### src/ppd_pkg.sv
// ----------------------------------------------------------------------------
// ppd_pkg: shared types and constants of the ping-pong delay
// Register map, gain formats, reset values and the lane control word.
// ----------------------------------------------------------------------------
`default_nettype none

package ppd_pkg;

  localparam int DEPTH_DEF       = 131072;
  localparam int SAMPLE_BITS_DEF = 24;

  // Field widths of the register file.
  localparam int DELAY_W   = 17;
  localparam int FB_W      = 16;
  localparam int WET_W     = 17;
  localparam int GAIN_FRAC = 16;
  localparam int ROUND_HALF = 32768;

  localparam int PADDR_W = 4;
  localparam int PDATA_W = 32;

  localparam logic [FB_W-1:0]  FB_MAX  = 16'd64881;
  localparam logic [WET_W-1:0] WET_MAX = 17'd65536;

  localparam logic              ENABLE_RST = 1'b1;
  localparam int                DELAY_RST  = 12000;
  localparam logic [FB_W-1:0]   FB_RST     = 16'd32768;
  localparam logic [WET_W-1:0]  WET_RST    = 17'd32768;

  typedef enum logic [1:0] {
    REG_ENABLE = 2'd0,
    REG_DELAY  = 2'd1,
    REG_FB     = 2'd2,
    REG_WET    = 2'd3
  } reg_idx_t;

  // Control word the top level hands to both lanes.
  typedef struct packed {
    logic rd_en;     // issue a line read for the word just accepted
    logic rd_valid;  // the entry being read has been written before
    logic bypass;    // the entry being read is written at this same edge
    logic s2_load;   // word moves from the read stage to the product stage
    logic wr_en;     // write the new line sample
  } lane_ctrl_t;

endpackage

`default_nettype wire

### src/ppd_merge.sv
// ----------------------------------------------------------------------------
// ppd_merge: cross-feed of the two lanes
// Forms the mono average and adds the feedback term of the opposite lane,
// saturating the new line samples.
// ----------------------------------------------------------------------------
`default_nettype none

module ppd_merge import ppd_pkg::*; #(
  parameter int SAMPLE_BITS = SAMPLE_BITS_DEF
) (
  input  wire logic signed [SAMPLE_BITS-1:0] left,
  input  wire logic signed [SAMPLE_BITS-1:0] right,
  input  wire logic signed [SAMPLE_BITS:0]   fb_from_left,
  input  wire logic signed [SAMPLE_BITS:0]   fb_from_right,
  output logic signed      [SAMPLE_BITS-1:0] left_wr,
  output logic signed      [SAMPLE_BITS-1:0] right_wr
);

  localparam int SW = SAMPLE_BITS;

  localparam logic [SW-1:0] S_MAX = {1'b0, {(SW-1){1'b1}}};
  localparam logic [SW-1:0] S_MIN = {1'b1, {(SW-1){1'b0}}};

  logic [SW:0]   pair_sum;
  logic [SW-1:0] mono;
  logic [SW+1:0] left_sum;
  logic [SW+1:0] right_sum;

  function automatic logic [SW-1:0] clip(input logic [SW+1:0] v);
    logic [2:0] top;
    top = v[SW+1:SW-1];
    if ((&top) || (~|top)) begin
      return v[SW-1:0];
    end else if (v[SW+1]) begin
      return S_MIN;
    end else begin
      return S_MAX;
    end
  endfunction

  // The left line is fed from the right delayed sample and vice versa.
  always_comb begin
    pair_sum  = {left[SW-1], left} + {right[SW-1], right};
    mono      = pair_sum[SW:1];
    left_sum  = {{2{mono[SW-1]}}, mono} + {fb_from_right[SW], fb_from_right};
    right_sum = {{2{mono[SW-1]}}, mono} + {fb_from_left[SW], fb_from_left};
    left_wr   = $signed(clip(left_sum));
    right_wr  = $signed(clip(right_sum));
  end

endmodule

`default_nettype wire
### config.mk
export PLATFORM = sky130hd
export DESIGN_NAME = ppd_merge
export DESIGN_NICKNAME = d
export VERILOG_FILES = /design/src/ppd_pkg.sv /design/src/ppd_merge.sv
export SDC_FILE = /design/constraint.sdc
export NUM_CORES = 1
export LEC_CHECK = 0
export BUFFER_PORTS_ARGS = -buffer_cell sky130_fd_sc_hd__buf_2
export CORE_ASPECT_RATIO = 0.7
export CORE_MARGIN = 8
export CORE_UTILIZATION = 57
export DETAILED_ROUTE_END_ITERATION = 10
export GPL_TIMING_DRIVEN = 0
export PLACE_DENSITY = 0.95
export RECOVER_POWER = 100
export SETUP_SLACK_MARGIN = 0.15
export SLEW_MARGIN = 20
export SYNTH_ARGS = -nofsm -noshare
export SYNTH_HDL_FRONTEND = slang
export SYNTH_SLANG_ARGS = --single-unit
export TNS_END_PERCENT = 50
### constraint.sdc
create_clock -name vclk -period 11.67
set_clock_uncertainty 0.2 [all_clocks]
set_input_delay 2.334 -clock vclk [all_inputs]
set_output_delay 2.334 -clock vclk [all_outputs]
set_load 0.005 [all_outputs]
==> results of run 1 <==
-- worst max-delay path by stage --
stage | start | endpoint | slack (ns) | cells past startpoint
6_report | left[1] | left_wr[9] | 1.37 | 23
5_1_grt | left[1] | right_wr[17] | 0.89 | 24
4_1_cts | left[1] | left_wr[12] | 1.58 | 23
3_5_place_dp | left[1] | left_wr[12] | 1.58 | 23
3_3_place_gp | left[1] | left_wr[13] | 1.78 | 23
2_1_floorplan | left[1] | left_wr[16] | 2.76 | 21
-- layout by cell type (no fill, tap or decap), drive strengths merged, types with 7 or more instances in the layout --
master and n:
o21ai 53, xnor2 28, a21oi 56, o22ai 22, a211oi 9, nand2b 13, clkbuf 46, nor2 39
o21bai 14, buf 111, nor3 9, a21o 24, inv 23, nand3 9, xor2 29, and3 7
o21a 9, nand2 32, ha 75
-- final cells by class --
type	count	area [µm²]	share of cell area [%]
Buffer	11	52.6	1.13
Tap cell	94	118	2.53
Inverter	23	86.3	1.86
Multi-Input combinational cell	506	3700	79.8
Timing Repair Buffer	146	683	14.7
-- where the power goes --
group	switching, µW	internal, µW	total, µW
clock network	0	0	0
logic	402	285	688
registers	0	0	0
-- critical path: cells and delay by family --
| family | cells | cell delay [ns] |
|---|---|---|
| buffers and inverters | 4 | 0.70 |
| AO/OA/AOI/OAI | 13 | 3.24 |
| adder cells (fa/ha/maj) | 2 | 0.83 |
| AND/OR/NAND/NOR | 4 | 0.64 |
-- logic make-up after synthesis --
family,after synthesis
AO/OA/AOI/OAI,234
XOR/XNOR,57
adder cells (fa/ha/maj),78
buffers and inverters,34
AND/OR/NAND/NOR,137
-- metal layers --
layer / up-vias / wire length, µm / track usage (%)
met4: 0 / 216 / 5.78
li1: 2361 / - / -
met2: 231 / 6130 / 43.2
met5: - / 0 / 0
met3: 24 / 1130 / 4.32
met1: 2207 / 5760 / 30.6
-- stage by stage --
step	utilization (%)	instance area, µm²	hold WS (ns)	cells
after floorplan	-	3880	4.72	540
after global placement	71.0	4730	4.91	780
after detailed placement	71.0	4730	4.93	780
after CTS	71.0	4730	4.93	780
after global routing	69.7	4640	4.98	780
final	69.7	4640	4.97	780
==> metrics.yaml, run 1 <==
synthesis:
  synthAdderAreaFrac_pct: 25.7
  yosysMostFrequentCell: "ha_1"
  syn_avg_cell_area_um2: 7.19
  netlist_top_cells_area: "ha_1 24%, a21oi_1 7.1%, xor2_1 6.5%"
  yosys.area_share.xor_xnor_pct: 12.9
  synth_warnings: 0
  ys_seq_area_share_pct: 0
  muxShareOfSynthArea_pct: 0
  syn_inst: 540
  syn_area_um2: 3880
  ys_top_cells_by_count: "75 x ha_1, 55 x a21oi_1, 50 x o21ai_0, 39 x nor2_1, 32 x nand2_1"
  ys_types: 60
  synth_top_area_share_pct: 24.2
  synth_fp_nets: 716
  synth_top_family_by_area: "compound AO/OA/AOI/OAI gates"
  synth-compound-area-share_pct: 40.3
  synth_top_area_cell: "ha_1"
  synth_simple_gate_area_share_pct: 17.3
die:
  die_area_um2: 9750
  fp.dieW_um: 115
  rows: 25
  die_h_um: 85.1
  start_util_pct: 58.3
  core_um2: 6660
  ios: 146
drt:
  wl_per_cell_um: 17.0
  routed_wl_um: 13200
  vias: 4823
  first_pass_iters: 5
  drt-initial-drc-count: 255
  antenna_left: 0
  drc_errors: 0
  vias_per_cell: 6.18
setup_path:
  cp-start-kind: "primary input"
  critPathSlowestCell: "a311oi_1"
  cp.arrival_ns: 7.76
  critPathKind: "primary input to primary output"
  cp_slowest_stage_delay_ns: 0.59
  crit_required_ns: 9.14
  path_max_fanout: 10
  crit_chain: "buf_2, inv_1, fa_1, nor2b_1, o21bai_1, a21boi_0, o211ai_1, a21oi_1, nor3_1, a21oi_1, and2_0, o21ai_0, a221oi_1, ha_1, and3_1, a211oi_1, o21ai_0, o221ai_1, a22oi_1, a311oi_1, clkbuf_1, o22ai_1, clkbuf_1"
  endpoint_kind: "primary output"
final_layout:
  antenna_cells: 0
  area_growth_syn_to_layout_pct: 19.5
  fillers: 598
  clock_buffers: 0
  nets: 864
  nFlopsAndLatches: 0
  drive_gt1_share_pct: 18.2
  seq_area_um2: 0
place:
  place_hpwl_um: 11600
  place_congestion: 0.988
  preCtsSetupSlack_ns: 1.58
  port_buffers: 146
sta:
  setup_viol: 0
  layout_min_cycle_time_ns: 10.30
  max_freq_mhz: 97.1
  slew_headroom_pct: 52.0
  worst_slack_ns: 1.37
  rsz0062_at_grt: "no"
  drv_slew: 0
  worst_slew_pin_slew_ns: 0.715
  setup-tns-final_ns: 0
  hold_viol_final: 0
  fin_crit_sh_pct: 88.2
global_route:
  antenna_found_initial: 0
  grt-ovfl-total: 0
  grt_max_degree: 11
  track_usage_pct: 24.7
  grt_pass1_wl_um: 20700
  grt_pass1_vias: 4609
worst_hold_path:
  min_path_cells: 5
  hp-class: "primary input to primary output"
  hold-path-endpoint: "left_wr[0]"
  hold_path.startpoint: "fb_from_right[0]"
clocking:
  cts_hold_buf: 0
  cts_resized: 0
  post_cts_buffers: 0
power:
  finalPower_uw: 688
  irDropWorstVdd_uv: 64.9
  leakagePower_uw: 0.00221
  p_per_area_nw_per_um2: 148
job:
  cap_violations: 0
status:
  status: "complete, no violations"
No activity file was read; power rests on OpenSTA's default activity.
==> inputs of run 2 (changes only) <==
- CORE_UTILIZATION: 57 -> 28
- PLACE_DENSITY: 0.95 -> not set
==> run 2 against run 1 <==
Against the previous run:
- critical path depth grew 1
- combinational power about the same
- first-iteration DRC count shrank 31%
- routed wire length hardly changed
- die area increased by 84%
- cell count up 12%
- flip-flop and latch count unchanged
- via count decreased by 8.3%
- worst hold slack worse by 0.0017 ns
- maximum frequency decreased by 1.6%
- worst setup slack got worse by 0.16 ns
- power is essentially flat
==> metrics.yaml, run 2 (same netlist as run 1, synthesis figures left out) <==
sta:
  layout_min_cycle_time_ns: 10.46
  worst_slew_pin_slew_ns: 0.678
  max_freq_mhz: 95.6
  slew_headroom_pct: 53.6
  setup_viol: 0
  rsz0062_at_grt: "no"
  hold_viol_final: 0
  drv_slew: 0
  setup-tns-final_ns: 0
  fin_crit_sh_pct: 89.6
setup_path:
  endpoint_kind: "primary output"
  critPathSlowestCell: "a2111oi_0"
  crit_required_ns: 9.14
  critical_path.top_delay_family: "compound AO/OA/AOI/OAI gates"
  crit_chain: "buf_2, ha_1, a31o_2, a21oi_1, o211ai_1, nand2_1, nor3_1, o31ai_1, a21oi_1, a21o_1, a21oi_1, xnor2_1, ha_1, a21oi_1, nor2b_1, o21a_1, a2111oi_0, nor3b_1, a221oi_1, xnor2_1, o21ai_0, clkbuf_1, o21ai_0, clkbuf_1"
  cpMostUsedCell: "a21oi_1"
  crit_buf_inv: 3
  critPathKind: "primary input to primary output"
  critical_path.startpoint: "left[1]"
  cp_slowest_stage_delay_ns: 0.63
  endpoint: "right_wr[21]"
  cp.arrival_ns: 7.93
  cp_num_cells: 24
  path_max_fanout: 10
  cp-start-kind: "primary input"
final_layout:
  mostFrequentLayoutCell: "buf_2"
  clock_buffers: 0
  final_cell_mix: "106 x buf_2, 75 x ha_1, 55 x a21oi_1"
  area_growth_syn_to_layout_pct: 23.2
  final_util_pct: 34.8
  fillers: 1487
  nets: 864
  seq_area_um2: 0
  drive_gt1_share_pct: 18.2
  nFlopsAndLatches: 0
clocking:
  cts_resized: 0
  post_cts_buffers: 0
  cts_hold_buf: 0
die:
  core_um2: 13700
  rows: 36
  die_h_um: 115
  ios: 146
  start_util_pct: 28.3
  die_area_um2: 18000
  fp.dieW_um: 157
power:
  irDropWorstVdd_uv: 34.9
  leakagePower_uw: 0.00221
  p_per_area_nw_per_um2: 144
  finalPower_uw: 688
drt:
  drt-initial-drc-count: 176
  drc_errors: 0
  first_pass_iters: 5
  wl_per_cell_um: 15.1
  vias: 4422
  antenna_left: 0
  routed_wl_um: 13200
  vias_per_cell: 5.04
global_route:
  track_usage_pct: 13.7
  grt_pass1_vias: 4160
  grt-ovfl-total: 0
  antenna_found_initial: 2
  grt_max_degree: 11
  grt_pass1_wl_um: 20400
job:
  cap_violations: 0
place:
  place_hpwl_um: 11900
  place_congestion: 0.861
  port_buffers: 146
status:
  status: "complete, no violations"
worst_hold_path:
  hp-class: "primary input to primary output"
## run 2: cell type report
| class | instances | area [µm²] | area share, % |
|---|---|---|---|
| buffer | 11 | 61.3 | 1.28 |
| inverter | 23 | 86.3 | 1.80 |
| timing repair buffer | 146 | 679 | 14.2 |
| multi-input combinational | 506 | 3720 | 77.7 |
| tap | 190 | 238 | 4.97 |
| antenna | 1 | 2.50 | 0.0523 |
## run 2: worst min-delay path by stage
stage / from / endpoint / slack, ns / depth (start not counted)
2_1_floorplan: fb_from_right[0] / left_wr[0] / 4.72 / 3
3_3_place_gp: fb_from_right[0] / left_wr[0] / 4.93 / 5
3_5_place_dp: fb_from_right[0] / left_wr[0] / 4.95 / 5
4_1_cts: fb_from_right[0] / left_wr[0] / 4.95 / 5
5_1_grt: fb_from_right[0] / left_wr[0] / 5.02 / 5
6_report: fb_from_right[0] / left_wr[0] / 4.96 / 5
## run 2: report_power, final
group | internal (µW) | switching [µW]
sequential | 0 | 0
combinational | 287 | 401
clock | 0.0000115 | 0
## run 2: per-layer routing
| layer | wire length, µm | track usage (%) |
|---|---|---|
| met1 | 6950 | 20.3 |
| met4 | 118 | 1.21 |
| met5 | 28 | 0 |
| met2 | 5480 | 21.4 |
| met3 | 647 | 1.51 |
## run 2: per-stage QoR
stage	std cells	instance area (µm²)	hold slack, ns	setup WS, ns
2_1_floorplan	540	3880	4.72	2.76
3_3_place_gp	876	4850	4.93	1.41
3_5_place_dp	876	4850	4.95	1.36
4_1_cts	876	4850	4.95	1.33
5_1_grt	876	4780	5.02	0.693
6_report	877	4780	4.96	1.21
## run 2: tightest hold or removal path: stages
cell and delay (ns):
buf_2 0.08, ha_1 0.12, inv_1 0.03, o22ai_1 0.12, clkbuf_1 0.14
==> inputs of run 3 (changes only) <==
--- a/constraint.sdc
+++ b/constraint.sdc
@@ -4,2 +4,2 @@
 set_output_delay 2.334 -clock vclk [all_outputs]
-set_load 0.005 [all_outputs]
+set_load 0.02 [all_outputs]
==> run 3 against run 2 <==
Against the previous run:
- maximum frequency decreased by 0.61%
- critical path depth unchanged
- die area unchanged
- non-clock buffer count did not move
- cell count stayed put
- global-route usage unchanged
- via count is essentially flat
- cell area hardly changed
- highest routed layer unchanged
- largest cell class unchanged
==> metrics.yaml, run 3 (same netlist as run 1, synthesis figures left out) <==
die:
  die_h_um: 115
  die_area_um2: 18000
  start_util_pct: 28.3
  core_um2: 13700
  fp.dieW_um: 157
  rows: 36
  ios: 146
power:
  sequentialPowerShare_pct: 0
  power.share.clock_pct: 0
  switching_share_pct: 64.4
  finalPower_uw: 807
  p_int_uw: 287
  irDropWorstVdd_uv: 54.2
  leakagePower_uw: 0.00221
  p_per_area_nw_per_um2: 169
  comb_power_share_pct: 100.0
  p_switching_uw: 520
final_layout:
  seq_area_um2: 0
  final_cell_mix: "106 x buf_2, 75 x ha_1, 55 x a21oi_1"
  nFlopsAndLatches: 0
  mostFrequentLayoutCell: "buf_2"
  area_growth_syn_to_layout_pct: 23.2
  drive_gt1_share_pct: 18.1
  nets: 864
  clock_buffers: 0
  fillers: 1488
global_route:
  track_usage_pct: 13.7
  antenna_found_initial: 2
  grt_pass1_vias: 4160
  grt-ovfl-total: 0
  grt_max_degree: 11
  grt_pass1_wl_um: 20400
setup_path:
  cp_slowest_stage_delay_ns: 0.63
  path_max_fanout: 10
  critPathSlowestCell: "a2111oi_0"
  critPathKind: "primary input to primary output"
  cpMostUsedCell: "a21oi_1"
  cp-start-kind: "primary input"
  endpoint_kind: "primary output"
  crit_chain: "buf_2, ha_1, a31o_2, a21oi_1, o211ai_1, nand2_1, nor3_1, o31ai_1, a21oi_1, a21o_1, a21oi_1, xnor2_1, ha_1, a21oi_1, nor2b_1, o21a_1, a2111oi_0, nor3b_1, a221oi_1, xnor2_1, o21ai_0, clkbuf_1, o21ai_0, clkbuf_1"
  cp.arrival_ns: 7.99
  crit_required_ns: 9.14
drt:
  drt-initial-drc-count: 176
  routed_wl_um: 13200
  antenna_left: 0
  vias: 4423
  wl_per_cell_um: 15.1
  drc_errors: 0
  vias_per_cell: 5.04
  first_pass_iters: 5
job:
  cap_violations: 0
place:
  place_hpwl_um: 11900
  place_congestion: 0.861
  port_buffers: 146
sta:
  worst_slew_pin_slew_ns: 0.678
  setup-tns-final_ns: 0
  setup_viol: 0
  drv_slew: 0
  rsz0062_at_grt: "no"
  layout_min_cycle_time_ns: 10.53
  hold_viol_final: 0
  slew_headroom_pct: 53.6
  fin_crit_sh_pct: 90.2
  max_freq_mhz: 95.0
status:
  status: "complete, no violations"
clocking:
  cts_hold_buf: 0
  post_cts_buffers: 0
  cts_resized: 0
worst_hold_path:
  hp-class: "primary input to primary output"
  min_path_cells: 5
## run 3: cell counts in the layout (fill, tap and decap cells not counted)
No cell type changed its count.
## run 3: worst max-delay path, delay by kind of cell
kind	cells	cell delay (ns)
AOI/OAI and AO/OA	13	3.55
xor gates and xnor gates	2	0.38
adders and majority gates	2	0.66
buffers and inverters	3	0.63
and+or+nand+nor	4	0.42
## run 3: final cells by class
cell class / count / area [µm²] / share of cell area [%]
diodes: 1 / 2.50 / 0.0523
plain buffers: 11 / 61.3 / 1.28
inverters: 23 / 86.3 / 1.80
multi-input cells: 506 / 3720 / 77.7
well taps: 190 / 238 / 4.97
repair buffers: 146 / 678 / 14.2
## run 3: routing by layer
layer / wire length, µm / GRT usage (%)
met1: 6950 / 20.3
met2: 5480 / 21.4
met3: 647 / 1.51
met4: 118 / 1.21
met5: 28 / 0
## run 3: power groups by stage
stage	sequential (µW)	clock, µW	combinational [µW]
4_1_cts	0	0	836
3_5_place_dp	0	0	834
6_report	0	0.0000115	807
2_1_floorplan	0	0	598
5_1_grt	0	0	891
3_3_place_gp	0	0	832
## run 3: final timing paths
kind,from,end,slack [ns]
max,left[1],right_wr[21],1.14
min,fb_from_right[0],left_wr[0],5.05
## run 3: metrics by stage
step	std cells	util [%]	worst slack (ns)	hold WS, ns	cell area, µm²
after floorplan	540	-	2.49	4.85	3880
after global placement	876	35.3	1.37	4.98	4850
after detailed placement	876	35.3	1.33	5.00	4850
after CTS	876	35.3	1.30	5.00	4850
after global routing	876	34.8	0.630	5.09	4780
final	877	34.8	1.14	5.05	4780
